===== src/design/ppst_pkg.sv =====
`default_nettype none

package ppst_pkg;

  localparam int unsigned DIM              = 6;
  localparam int unsigned MAT_SIZE         = 36;
  localparam int unsigned DEF_MAX_MATRICES = 16;
  localparam int unsigned DEF_MAX_VECTORS  = 16;
  localparam int unsigned CFG_IDX_W        = 3;

  localparam logic [1:0] CMD_LOAD_MAT = 2'd0;
  localparam logic [1:0] CMD_LOAD_VEC = 2'd1;
  localparam logic [1:0] CMD_XFORM    = 2'd2;

  localparam logic [CFG_IDX_W-1:0] REG_REF_GAMMA     = 3'd0;
  localparam logic [CFG_IDX_W-1:0] REG_INV_REF_GAMMA = 3'd1;
  localparam logic [CFG_IDX_W-1:0] REG_WAVENUMBER    = 3'd2;
  localparam logic [CFG_IDX_W-1:0] REG_INV_WAVENUM   = 3'd3;
  localparam logic [CFG_IDX_W-1:0] REG_SLICE_RATIO   = 3'd4;
  localparam logic [CFG_IDX_W-1:0] REG_MATRIX_COUNT  = 3'd5;
  localparam logic [CFG_IDX_W-1:0] REG_VECTOR_COUNT  = 3'd6;

  localparam logic [31:0] RST_REF_GAMMA     = 32'h0001_0000;
  localparam logic [31:0] RST_INV_REF_GAMMA = 32'h8000_0000;
  localparam logic [31:0] RST_WAVENUMBER    = 32'h0001_0000;
  localparam logic [31:0] RST_INV_WAVENUM   = 32'h0001_0000;

  typedef enum logic [3:0] {
    OP_NOP,
    OP_POS,
    OP_SEL,
    OP_NORM,
    OP_MAC,
    OP_BLEND,
    OP_DENORM,
    OP_VA,
    OP_VB,
    OP_VADD,
    OP_OUT
  } op_e;

  typedef struct packed {
    op_e        op;
    logic [2:0] j;
    logic [2:0] l;
    logic       side;
  } dp_cmd_t;

  typedef struct packed {
    logic mat_en;
    logic vec_en;
    logic out_free;
  } dp_stat_t;

  function automatic logic signed [31:0] sat32(input logic signed [69:0] v);
    logic signed [31:0] r;
    if (v > 70'sd2147483647) begin
      r = 32'sh7fff_ffff;
    end else if (v < -70'sd2147483648) begin
      r = 32'sh8000_0000;
    end else begin
      r = $signed(v[31:0]);
    end
    return r;
  endfunction

endpackage

`default_nettype wire


===== src/design/ppst_ctrl.sv =====
`default_nettype none

module ppst_ctrl
  import ppst_pkg::*;
(
  input  wire logic     clk_i,
  input  wire logic     rst_ni,
  input  wire logic     start_i,
  input  wire dp_stat_t stat_i,
  output dp_cmd_t       cmd_o,
  output logic          in_ready_o
);

  typedef enum logic [11:0] {
    S_IDLE   = 12'b0000_0000_0001,
    S_POS    = 12'b0000_0000_0010,
    S_SEL    = 12'b0000_0000_0100,
    S_WAIT   = 12'b0000_0000_1000,
    S_NORM   = 12'b0000_0001_0000,
    S_MAC    = 12'b0000_0010_0000,
    S_BLEND  = 12'b0000_0100_0000,
    S_DENORM = 12'b0000_1000_0000,
    S_VA     = 12'b0001_0000_0000,
    S_VB     = 12'b0010_0000_0000,
    S_VADD   = 12'b0100_0000_0000,
    S_FIN    = 12'b1000_0000_0000
  } state_e;

  localparam logic [2:0] LAST = 3'(DIM - 1);

  state_e     state_q, state_d;
  logic [2:0] j_q, j_d, l_q, l_d;
  logic       side_q, side_d;

  always_ff @(posedge clk_i or negedge rst_ni) begin
    if (!rst_ni) begin
      state_q <= S_IDLE;
      j_q     <= '0;
      l_q     <= '0;
      side_q  <= 1'b0;
    end else begin
      state_q <= state_d;
      j_q     <= j_d;
      l_q     <= l_d;
      side_q  <= side_d;
    end
  end

  always_comb begin
    state_d    = state_q;
    j_d        = j_q;
    l_d        = l_q;
    side_d     = side_q;
    cmd_o      = '{op: OP_NOP, j: j_q, l: l_q, side: side_q};
    in_ready_o = (state_q == S_IDLE);
    unique case (state_q)
      S_IDLE: begin
        if (start_i) state_d = S_POS;
      end
      S_POS: begin
        cmd_o.op = OP_POS;
        state_d  = S_SEL;
      end
      S_SEL: begin
        cmd_o.op = OP_SEL;
        state_d  = S_WAIT;
      end
      S_WAIT: begin
        j_d    = '0;
        l_d    = '0;
        side_d = 1'b0;
        if (stat_i.mat_en) state_d = S_NORM;
        else if (stat_i.vec_en) state_d = S_VA;
        else state_d = S_FIN;
      end
      S_NORM: begin
        cmd_o.op = OP_NORM;
        if (j_q == LAST) begin
          j_d     = '0;
          state_d = S_MAC;
        end else begin
          j_d = j_q + 3'd1;
        end
      end
      S_MAC: begin
        cmd_o.op = OP_MAC;
        side_d   = !side_q;
        if (side_q) begin
          if (l_q == LAST) begin
            l_d     = '0;
            state_d = S_BLEND;
          end else begin
            l_d = l_q + 3'd1;
          end
        end
      end
      S_BLEND: begin
        cmd_o.op = OP_BLEND;
        if (j_q == LAST) begin
          j_d     = '0;
          state_d = S_DENORM;
        end else begin
          j_d     = j_q + 3'd1;
          state_d = S_MAC;
        end
      end
      S_DENORM: begin
        cmd_o.op = OP_DENORM;
        if (j_q == LAST) begin
          j_d     = '0;
          state_d = stat_i.vec_en ? S_VA : S_FIN;
        end else begin
          j_d = j_q + 3'd1;
        end
      end
      S_VA: begin
        cmd_o.op   = OP_VA;
        cmd_o.side = 1'b0;
        state_d    = S_VB;
      end
      S_VB: begin
        cmd_o.op   = OP_VB;
        cmd_o.side = 1'b1;
        state_d    = S_VADD;
      end
      S_VADD: begin
        cmd_o.op = OP_VADD;
        if (j_q == LAST) begin
          j_d     = '0;
          state_d = S_FIN;
        end else begin
          j_d     = j_q + 3'd1;
          state_d = S_VA;
        end
      end
      S_FIN: begin
        if (stat_i.out_free) begin
          cmd_o.op = OP_OUT;
          state_d  = S_IDLE;
        end
      end
      default: state_d = S_IDLE;
    endcase
  end

endmodule

`default_nettype wire


===== config.mk =====
export PLATFORM = sky130hd
export DESIGN_NAME = ppst_ctrl
export DESIGN_NICKNAME = d
export VERILOG_FILES = /design/src/design/ppst_pkg.sv /design/src/design/ppst_ctrl.sv
export SDC_FILE = /design/constraint.sdc
export NUM_CORES = 1
export LEC_CHECK = 0
export BUFFER_PORTS_ARGS = -buffer_cell sky130_fd_sc_hd__buf_2
export CAP_MARGIN = 5
export CORE_ASPECT_RATIO = 0.7
export CORE_MARGIN = 2
export CORE_UTILIZATION = 43
export DETAILED_ROUTE_END_ITERATION = 8
export SYNTH_ARGS = -nofsm -noshare
export SYNTH_HDL_FRONTEND = slang
export SYNTH_SLANG_ARGS = --single-unit

===== constraint.sdc =====
create_clock -name clk_i -period 2.43 [get_ports clk_i]
set_input_delay 0 -clock clk_i [delete_from_list [all_inputs] [get_ports clk_i]]
set_output_delay 0 -clock clk_i [all_outputs]
set_load 0.005 [all_outputs]

# Word level (Yosys, flattened, before mapping)
# Index checks and enable logic that the tools add are counted.
op_classes:
  n_addsub: 2
  eq_ne: 20
  n_mux: 20
  n_reduce_logical: 6
op_table:
  columns: ["cell", "n"]
  rows:
  - ["$pmux W12 S12", 1]
  - ["$mux W12", 9]
  - ["$pmux W4 S10", 1]
  - ["$eq A12 B1 Y1 const B", 1]
  - ["$eq A12 B10 Y1 const B", 1]
  - ["$eq A12 B11 Y1 const B", 1]
  - ["$eq A12 B12 Y1 const B", 1]
  - ["$eq A12 B2 Y1 const B", 1]
  - ["$eq A12 B3 Y1 const B", 1]
  - ["$eq A12 B4 Y1 const B", 1]
  - ["$eq A12 B5 Y1 const B", 1]
  - ["$eq A12 B6 Y1 const B", 1]
  - ["$eq A12 B7 Y1 const B", 1]
  - ["$eq A12 B8 Y1 const B", 1]
  - ["$eq A12 B9 Y1 const B", 1]
  - ["$ne A2 B2 Y1 const B", 6]
  - ["$pmux W3 S2", 2]
  - ["$mux W3", 3]
  - ["$mux W8", 1]
  - ["$add A3 B1 Y3 const B", 2]
  - ["$eq A3 B3 Y1 const B", 2]
  - ["$reduce_and A6 Y1", 1]
  - ["$mux W4", 1]
  - ["$pmux W1 S2", 2]
  - ["other kinds (4)", 5]
word_totals:
  ff_bits: 19
  inputBits: 6
  output_inout_bits: 12
  wordCells: 52

# Longest topological paths before layout
# Gate-level depths: netlist of the first run.
logic_depth:
  depth_word: 4
  depth_mapped: 7
  ltp_nobuf: 5

# Least setup slack after synthesis of the first run
# No wires, ideal clock.
synth_timing:
  path_type: "register to register"
  start: "register state_q[2]"
  end: "register state_q[5]"
  setup_ns: 0.125
  arrival_ns: 1.979
  required_time_ns: 2.305
  path_slack_ns: 0.326
  stages_incl_launch_ff: 7
  path_buffers: 1
  period_less_slack_ns: 2.104
  cell_sequence: "dfrtp_1 buf_6 nor4_4 nand3_4 or4b_4 nand3b_4 mux2_4"
synth_via:
  elab_chain_len: 3
  word_cells_on_any_way: 20
  classes_between: "18 x eq/ne; 1 x mux; 1 x reduce/logical"
synth_rtl:
  columns: ["element", "line", "text"]
  rows:
  - ["from (decl)", "ppst_ctrl.sv:31", "state_e state_q, state_d;"]
  - ["from (signal assigned)", "ppst_ctrl.sv:42", "state_q <= state_d;"]
  - ["$eq A12 B5 Y1 (tied with other cells)", "ppst_ctrl.sv:56", "unique case (state_q)"]
  - ["$ne A2 B2 Y1 (no source line)", null, null]
  - ["$reduce_and A6 Y1 (no source line)", null, null]
# Parallel ways exist; a longest one is shown, timed or not.
# A chain may end at the register's enable or synchronous reset.

==> run summary, run 1 <==
Entering global routing, the biggest net connects 20 pins. Hold timing on the final database bottoms out at a slack of 0.00901 ns. The final count of hold timing violations was 0. The residual overflow from global routing is 0, and the floorplan core area is 3110 sq um. Cells with a size suffix above 1 make up 27.9% of the layout. The number of nets in the final layout was 172; the routed wire length per instance was 15.8 microns.

After detailed routing, the number of remaining DRC violations is 0. For the worst setup path, the data required time is 2.43 ns. Yosys mapped a number of flops with a built-in enable equal to 0. The worst register-to-register path has a depth of 5. The synthesized netlist contains 52 unique library cells. The routed layout has 1212 vias. After floorplanning, the core was divided into 17 placement rows.

The via count of the first global-routing pass was 1053; the final weighted congestion in routability-driven placement was 0.963. In this run the tool buffered the top-level ports with 17 buffer cells. In this run the remaining antenna-violating nets after routing total 0. The run gives 0.158 ns as the minimum setup slack in the final design. The worst hold path belongs to the class input port to register.

For the number of CTS-inserted buffers, the log shows 3. The final antenna diode count was 0; the clock net sink count was 19. After synthesis, the share of flip-flops with an asynchronous set or reset is 100%. The clock tree skew after final layout is 0.00580 ns, and the top fanout value on the critical path is 10. The number of cells on the worst hold path came out at 2.

STA classifies the critical path startpoint as a register. Clock-pin slew was measured on the worst setup and hold paths at 0.08 ns. For the pin with the worst max-slew slack, the measured transition is 0.467 ns. The final count of negative-setup-slack endpoints was 0.

The synthesis-to-layout area growth works out to 13.4%. Traced cell by cell, the critical path runs through nor4_4, nand3_2, buf_4, nor4b_1, or4_1, buf_2. For this run, the leading register cell type out of synthesis is sky130_fd_sc_hd__dfrtp_1.

The pre-CTS worst setup slack was 0.210 ns. In this run the cell area of the synthesized design comes to 1380 sq um. The placed instances occupy a cell area of 1510 sq um. The Yosys step of the flow raised 0 warnings.

The die height was 51.4 microns. In this run the most critical hold path is launched from stat_i[2]. The endpoint identified for the worst register-to-register timing path is state_q[5]. In this run the power spent charging and discharging nets is 0.000404 W.

Adding up every negative setup slack in the final design gives 0 ns. STA classifies the critical path endpoint as an output port. Portion of total power attributed to the clock network: 20.2%. Global routing consumed, over all layers together, 19.1% of the routing resources. Dividing the synthesized area by the synthesized cell count gives 9.45 sq um.

TritonCTS built the clock tree. When the netlist entered floorplanning its net count stood at 152. For this run, the slowest stage of the critical path takes 0.53 ns. The run finished with clean final reports. The reg-to-reg critical path startpoint is state_q[9]. The tools report the number of H-tree branching levels as 1. The static leakage power was 0.718 nW. For hold timing, the worst endpoint is state_q[4]. The largest individual stage delay along the critical path comes from the cell sky130_fd_sc_hd__nor4_4. Once detailed placement completed, the half-perimeter wirelength came to 2450 microns.

For this configuration, the core starts out at a cell density of 44.4%. The post-synthesis sequential element count works out to 19. Startpoint-to-endpoint class of the critical path: register to output port. The initial antenna violation count is 0. Summing all non-filler instances in the final layout gives an area of 1570 sq um. Using the TritonRoute via totals, the vias-per-cell ratio works out to 5.97. Per report_power, the combinational group accounts for 41.1% of the total. Setup repair after global routing left no endpoint under its margin.

The logs give 5410 microns for the first-pass GRT wire length and 0.25 ns for the insertion delay to the later sink of the worst-skew pair. The worst-case IR drop observed on VDD is 0.000310 V. No sink is reached through more buffers than the 2 on the longest clock path.

The area of the die was 3690 sq um; the setup slack on the worst flop-to-flop path was 0.20 ns. The final max-slew violation count was 0. For the share of power burned in registers, the log shows 38.7%. Dividing total power by cell area gives a power density of 702 nW/um^2. The floorplan step set the die width to 71.7 microns. The routed design has 3200 microns of wire. In this run switching power makes up 36.7% of total power. Minimum clock period: 2.27 ns.

The logs give 440 MHz for the maximum clock frequency and 113 for the detailed router's first-iteration violation count. Once placement completed, the tool counted placed cells totaling 198. The critical path launch point is state_q[9]. Headroom to the max-slew limit came out at 68.6%. The top cell types in the final layout, fill and taps aside, are sky130_fd_sc_hd__dfrtp_1, sky130_fd_sc_hd__buf_2, sky130_fd_sc_hd__nand2_1, sky130_fd_sc_hd__nor2_1, sky130_fd_sc_hd__nor3_1. Leaving out fill and tap cells, the most frequent cell in the layout is sky130_fd_sc_hd__dfrtp_1. For the number of maximum-capacitance constraint violations, the log shows 0. The finished layout holds 203 standard cells, fillers aside. Cell internal power was estimated by the tool at 0.000696 W. For the worst setup path, the data arrival time is 2.27 ns. The cell at the root of the clock tree is sky130_fd_sc_hd__clkbuf_8.

The part of the cycle the worst path needs came out at 93.5%. Of the synthesized area, sequential elements account for 34.5%. The first detailed-routing pass ran for 4 iterations. Synthesis produced 146 cells.

For the number of top-level design ports, the log shows 18.
-- how the worst max path moves through the flow --
stage,to,depth (start not counted),slack [ns]
4_1_cts,cmd_o[7],6,0.17
5_1_grt,cmd_o[7],6,0.02
6_report,cmd_o[7],6,0.16
2_1_floorplan,state_q[5],6,0.33
3_5_place_dp,state_q[5],5,0.21
3_3_place_gp,state_q[5],5,0.29
-- flip-flops by register name (all words and copies together), names as in the netlist --
signal	count
l_q	3
state_q	12
side_q	1
j_q	3
-- per-layer routing --
metal | global-route usage (%) | wire length (microns) | vias up
li1 | - | - | 584
met5 | 0 | 0 | -
met3 | 3.75 | 251 | 2
met4 | 3.77 | 17 | 0
met2 | 24.1 | 1240 | 58
met1 | 32.0 | 1690 | 568
-- power by group through the flow --
stage | clock network, W | registers (W) | logic (W)
2_1_floorplan | 0 | 0.000400 | 0.000354
3_3_place_gp | 0 | 0.000430 | 0.000445
3_5_place_dp | 0 | 0.000430 | 0.000448
4_1_cts | 0.000231 | 0.000424 | 0.000451
5_1_grt | 0.000246 | 0.000433 | 0.000502
6_report | 0.000222 | 0.000425 | 0.000452
-- logic make-up after synthesis --
group           Yosys count  share of synthesized area, %
mux                       6                          4.99
xor+xnor                  6                          3.81
buf+inv                  14                          5.08
compound gates           30                          15.9
flops                    19                          34.5
simple gates             71                          35.7
-- repair_timing --
| action | in CTS | in global routing |
|---|---|---|
| buffers inserted | 0 | 0 |
| gates resized for setup | 0 | 0 |
| endpoints found under the hold margin | 18 | 0 |
| hold buffers | 1 | 0 |
-- per-stage QoR --
stage / utilization (%) / power [W]
after global placement: 48.6 / 0.000875
after CTS: 50.4 / 0.00111
after detailed placement: 48.6 / 0.000878
after global routing: 50.4 / 0.00118
after floorplan: - / 0.000753
final: 50.4 / 0.00110
-- cell type report --
class	instances	area, sq um
well taps	38	47.5
flip-flops and latches	19	477
multi-input cells	113	833
repair buffers	25	148
clock buffers	4	45.0
inverters	4	15.0
fillers	282	1540
-- synth_stat cells, types with 4 or more instances --
| library cell | instances | area (sq um) |
|---|---|---|
| sky130_fd_sc_hd__a21oi_1 | 5 | 25.0 |
| sky130_fd_sc_hd__buf_2 | 4 | 20.0 |
| sky130_fd_sc_hd__dfrtp_1 | 18 | 450 |
| sky130_fd_sc_hd__inv_1 | 4 | 15.0 |
| sky130_fd_sc_hd__nand2_1 | 12 | 45.0 |
| sky130_fd_sc_hd__nand2b_1 | 5 | 31.3 |
| sky130_fd_sc_hd__nor2_1 | 10 | 37.5 |
| sky130_fd_sc_hd__nor3_1 | 9 | 45.0 |
| sky130_fd_sc_hd__nor4b_1 | 4 | 35.0 |
| sky130_fd_sc_hd__o21ai_0 | 8 | 40.0 |
| sky130_fd_sc_hd__xor2_1 | 4 | 35.0 |
-- worst max-delay path: cells and delay by family (launching register included) --
kind	cells	cell delay (ns)
flops	1	0.50
simple gates	4	1.23
buf+inv	2	0.28
No activity file was read; power rests on OpenSTA's default activity.
==> run 2, diff against run 1 <==
--- a/config.mk
+++ b/config.mk
@@ -5,11 +5,13 @@
 export SDC_FILE = /design/constraint.sdc
 export NUM_CORES = 1
 export LEC_CHECK = 0
+export ABC_AREA = 1
 export BUFFER_PORTS_ARGS = -buffer_cell sky130_fd_sc_hd__buf_2
 export CAP_MARGIN = 5
 export CORE_ASPECT_RATIO = 0.7
 export CORE_MARGIN = 2
 export CORE_UTILIZATION = 43
+export CTS_CLUSTER_SIZE = 14
 export DETAILED_ROUTE_END_ITERATION = 8
 export SYNTH_ARGS = -nofsm -noshare
 export SYNTH_HDL_FRONTEND = slang
==> run summary, run 2 <==
Post-route antenna net violation count: 0 (unchanged). The number of remaining DRC errors was 0 (unchanged). Leaving out fill and tap cells, the most frequent cells in the layout are sky130_fd_sc_hd__nand2_1, sky130_fd_sc_hd__inv_1, sky130_fd_sc_hd__nor2_1, sky130_fd_sc_hd__dfrtp_1, sky130_fd_sc_hd__buf_2. The run gives 0.000421 V (+36%) as the worst ir drop on vdd. Number of nets in the final layout: 206 (+20%).

The run gives 70.9% (+2.3 points) as the worst slew margin relative to its limit. The number of buffers inserted by post-CTS setup repair was 0 (unchanged). The top fanout value on the critical path is 7 (-3). The number of CTS-inserted buffers came out at 3 (unchanged).

The area fraction in and, or, nand and nor cells after synthesis is 44.5% (+8.7 points), and the static leakage power is 0.857 nW (+19%). The post-synthesis cell area was 1270 sq um (-7.6%). The tools report the type of destination of the critical path as an output port.

The maximum number of pins on one net before global-route repair came out at 20 (unchanged). The row count came out at 16 (-1). The routed wire length per instance is 12.6 microns (-20%). The synthesized instance count was 177 (+21%). The initial antenna violation count is 0 (unchanged).

The tools report the initial standard-cell utilization of the core as 45.5% (+1.1 points). For the insertion delay to the later sink of the worst-skew pair, the log shows 0.26 ns (about the same). The logs give 20.8% (+1.7 points) for the aggregate global-route resource usage and 2 (unchanged) for the largest buffer count on any clock path. Adder and majority gate portion of the synthesized area: 0% (unchanged).

The minimum clock period is 1.68 ns (-0.593 ns), and the residual overflow from global routing is 0 (unchanged). The largest family of logic cells by synthesized area was simple AND/OR/NAND/NOR gates. For the floorplan core area, the log shows 2800 sq um (-9.8%).

The library cell used most frequently in the layout, excluding fill and tap cells, is sky130_fd_sc_hd__nand2_1. The maximum clock frequency came out at 595 MHz (+35%). For the first-pass GRT wire length, the log shows 5530 microns (+2.2%). The run gives 1410 sq um (-7.0%) as the area of placed instances. The largest registers in the layout are state_q x12, j_q x3, l_q x3. The via count of the first global-routing pass was 1216 (+15%); the post-synthesis sequential element count was 19 (unchanged).

For the number of buffers inserted by hold repair at cts, the log shows 1 (unchanged). The number of distinct library cells after synthesis is 24 (-54%). Number of standard cells in the final layout excluding fillers: 235 (+16%). The logs give 0 (unchanged) for the final count of negative-setup-slack endpoints and 0 ns (unchanged) for the post-route setup TNS.

The area fraction of the dominant cell type after synthesis is 35.3% (+2.7 points). More flip-flops sit in one register than any other, and that register is state_q. The tree is rooted in a sky130_fd_sc_hd__clkbuf_8.

STA classifies the critical path startpoint as a register. From synthesis to final layout, the design area changed by 14.5%. The minimum hold slack was 0.0434 ns (+0.0343 ns).

The number of flip-flops under the largest register name came out at 12 (unchanged). The path category of the worst min-delay check is input port to register. For the vias after detailed routing, the log shows 1188 (-2.0%). The critical path launch point is state_q[7].

Among all cell types in the netlist, the one instantiated most often is sky130_fd_sc_hd__nand2_1. The clock transition at the registers of the reported paths was 0.07 ns (about the same). Setup repair after global routing left no endpoint under its margin. The async set or reset register ratio after synthesis came out at 100% (unchanged).

The flow ran to the end, and the final reports show no timing, DRC or antenna violations. Power per cell area: 741 nW/um^2 (+5.4%). The tools report the final weighted congestion in routability-driven placement as 0.896 (-6.9%).

The layout cell share with drive strength beyond 1 works out to 24.6% (-3.3 points). Of all cell types, the one taking the most synthesized area is sky130_fd_sc_hd__dfrtp_1. The die boundary width works out to 69.1 microns (-3.7%). Number of detailed-routing iterations run before antenna repair: 4 (unchanged).

TritonCTS built the clock tree. For the detailed placement HPWL, the log shows 2450 microns (+0.19%). The number of buffers inserted by port buffering was 17 (unchanged); the part of the cycle the worst path needs was 69.1% (-24 points). The final antenna diode count came out at 0 (unchanged). The logs give 51 (-55%) for the detailed router's first-iteration violation count and 183 (+20%) for the post-synth net total. The tools report the summed area of non-filler cells in the final layout as 1460 sq um (-6.7%). The logs give 0 (unchanged) for the synthesis warning total and 0 (unchanged) for the number of maximum-capacitance constraint violations.

In this run the most critical hold path is launched from stat_i[1]. In the synthesized netlist the dominant register cell turns out to be sky130_fd_sc_hd__dfrtp_1. The die height is 49.6 microns (-3.6%). Area fraction in compound gates after synthesis: 8.05% (-7.8 points). The fraction of the yosys area taken by sequential cells came out at 37.4% (+2.8 points). The final max-slew violation count was 0 (unchanged). The final count of hold timing violations is 0 (unchanged), and the required time at the worst-slack endpoint is 2.43 ns (about the same).

Post-detailed-route via-to-cell ratio: 5.06 (-15%). Ranked by total cell area, the synthesized netlist is headed by sky130_fd_sc_hd__dfrtp_1, sky130_fd_sc_hd__nand2_1, sky130_fd_sc_hd__inv_1. The mean instance size in the synthesized netlist was 7.20 sq um (-24%).

Area of the die: 3420 sq um (-7.1%). The reg-to-reg critical path startpoint was state_q[7]. Clock net sink count: 19 (unchanged). The number of H-tree branching levels came out at 1 (unchanged).

Sorting the synthesized cells by how often they occur yields sky130_fd_sc_hd__nand2_1, sky130_fd_sc_hd__inv_1, sky130_fd_sc_hd__nor2_1. The xor and xnor fraction of the mapped netlist area was 0.687% (-3.1 points); the data arrival time of the critical path was 1.68 ns (-0.59 ns). The tools report the number of top-level design ports as 18 (unchanged). Multiplexer share of the synthesized area: 0% (-5.0 points). The tools report the number of placed instances with taps included as 230 (+16%). The setup path with the least slack is of type register to output port. The tools report the total wirelength of the detailed-routed design as 2960 microns (-7.5%). Number of flops mapped to enable cells by yosys: 0 (unchanged). Clock tree skew after final layout: 0.00712 ns (+0.00132 ns). Post-CTS resize count: 0 (unchanged). The measured slew at the worst slew-check pin works out to 0.436 ns (-0.0314 ns).
## run 2: cell count changes in the layout (fill, tap and decap cells not counted), sizes merged, moves of 4 or more
cell / before / now
mux2: 4 / 0
nor4b: 4 / 0
nor3: 9 / 3
nor4: 6 / 0
nor2: 10 / 28
nand3: 5 / 19
nand2: 12 / 53
inv: 4 / 32
buf: 24 / 17
and3b: 4 / 0
o21ai: 8 / 14
nand2b: 5 / 0
## run 2: kinds of logic (layout without fill, tap and decap cells)
kind of cell              Yosys count  in the layout
AOI/OAI and AO/OA                  18             18
buffers and inverters              32             54
DFF                                19             19
xor gates and xnor gates            1              1
and+or+nand+nor                   107            107
## run 2: area by class of cell
class	instances	area [sq um]
Fill cell	293	1340
Timing Repair Buffer	18	95.1
Tap cell	36	45.0
Multi-Input combinational cell	126	678
Inverter	32	120
Sequential cell	19	477
Clock buffer	4	45.0
## run 2: metrics by stage
| step | total power, W | setup WS [ns] | utilization [%] |
|---|---|---|---|
| 6_report | 0.00108 | 0.751 | 52.1 |
| 5_1_grt | 0.00118 | 0.565 | 52.1 |
| 4_1_cts | 0.00109 | 0.754 | 52.1 |
| 3_5_place_dp | 0.000869 | 0.809 | 50.1 |
| 3_3_place_gp | 0.000861 | 0.879 | 50.1 |
| 2_1_floorplan | 0.000752 | 1.05 | - |
## run 2: power breakdown
group,switching [W],internal (W),total (W)
Combinational,0.000289,0.000167,0.000456
Clock,0.000103,0.000117,0.000220
Sequential,0.0000397,0.000366,0.000406
## run 2: final timing paths
kind                                    to  slack [ns]  depth (start not counted)
max in group asynchronous       state_q[0]        1.89                          2
worst max register to register      l_q[1]        0.80                         10
worst min register to register      l_q[1]        0.52                          2
min in group asynchronous       state_q[1]        0.21                          2
worst min-delay path            state_q[8]        0.04                          3
worst max-delay path              cmd_o[8]        0.75                          8
## run 2: worst max-delay path: stages, from the launching register on
cell and delay (ns):
sky130_fd_sc_hd__dfrtp_1 0.41, sky130_fd_sc_hd__nor2_1 0.20, sky130_fd_sc_hd__nand2_2 0.15, sky130_fd_sc_hd__nor2_4 0.18, sky130_fd_sc_hd__nand2_1 0.12, sky130_fd_sc_hd__nand2_1 0.10
sky130_fd_sc_hd__inv_1 0.06, sky130_fd_sc_hd__nand4_1 0.08, sky130_fd_sc_hd__buf_2 0.12
## run 2: metal layers
layer	share of wire (%)	GRT usage [%]
met5	0	0
met4	1.4	5.56
met3	4.6	5.52
met2	45	33.7
met1	49	27.7
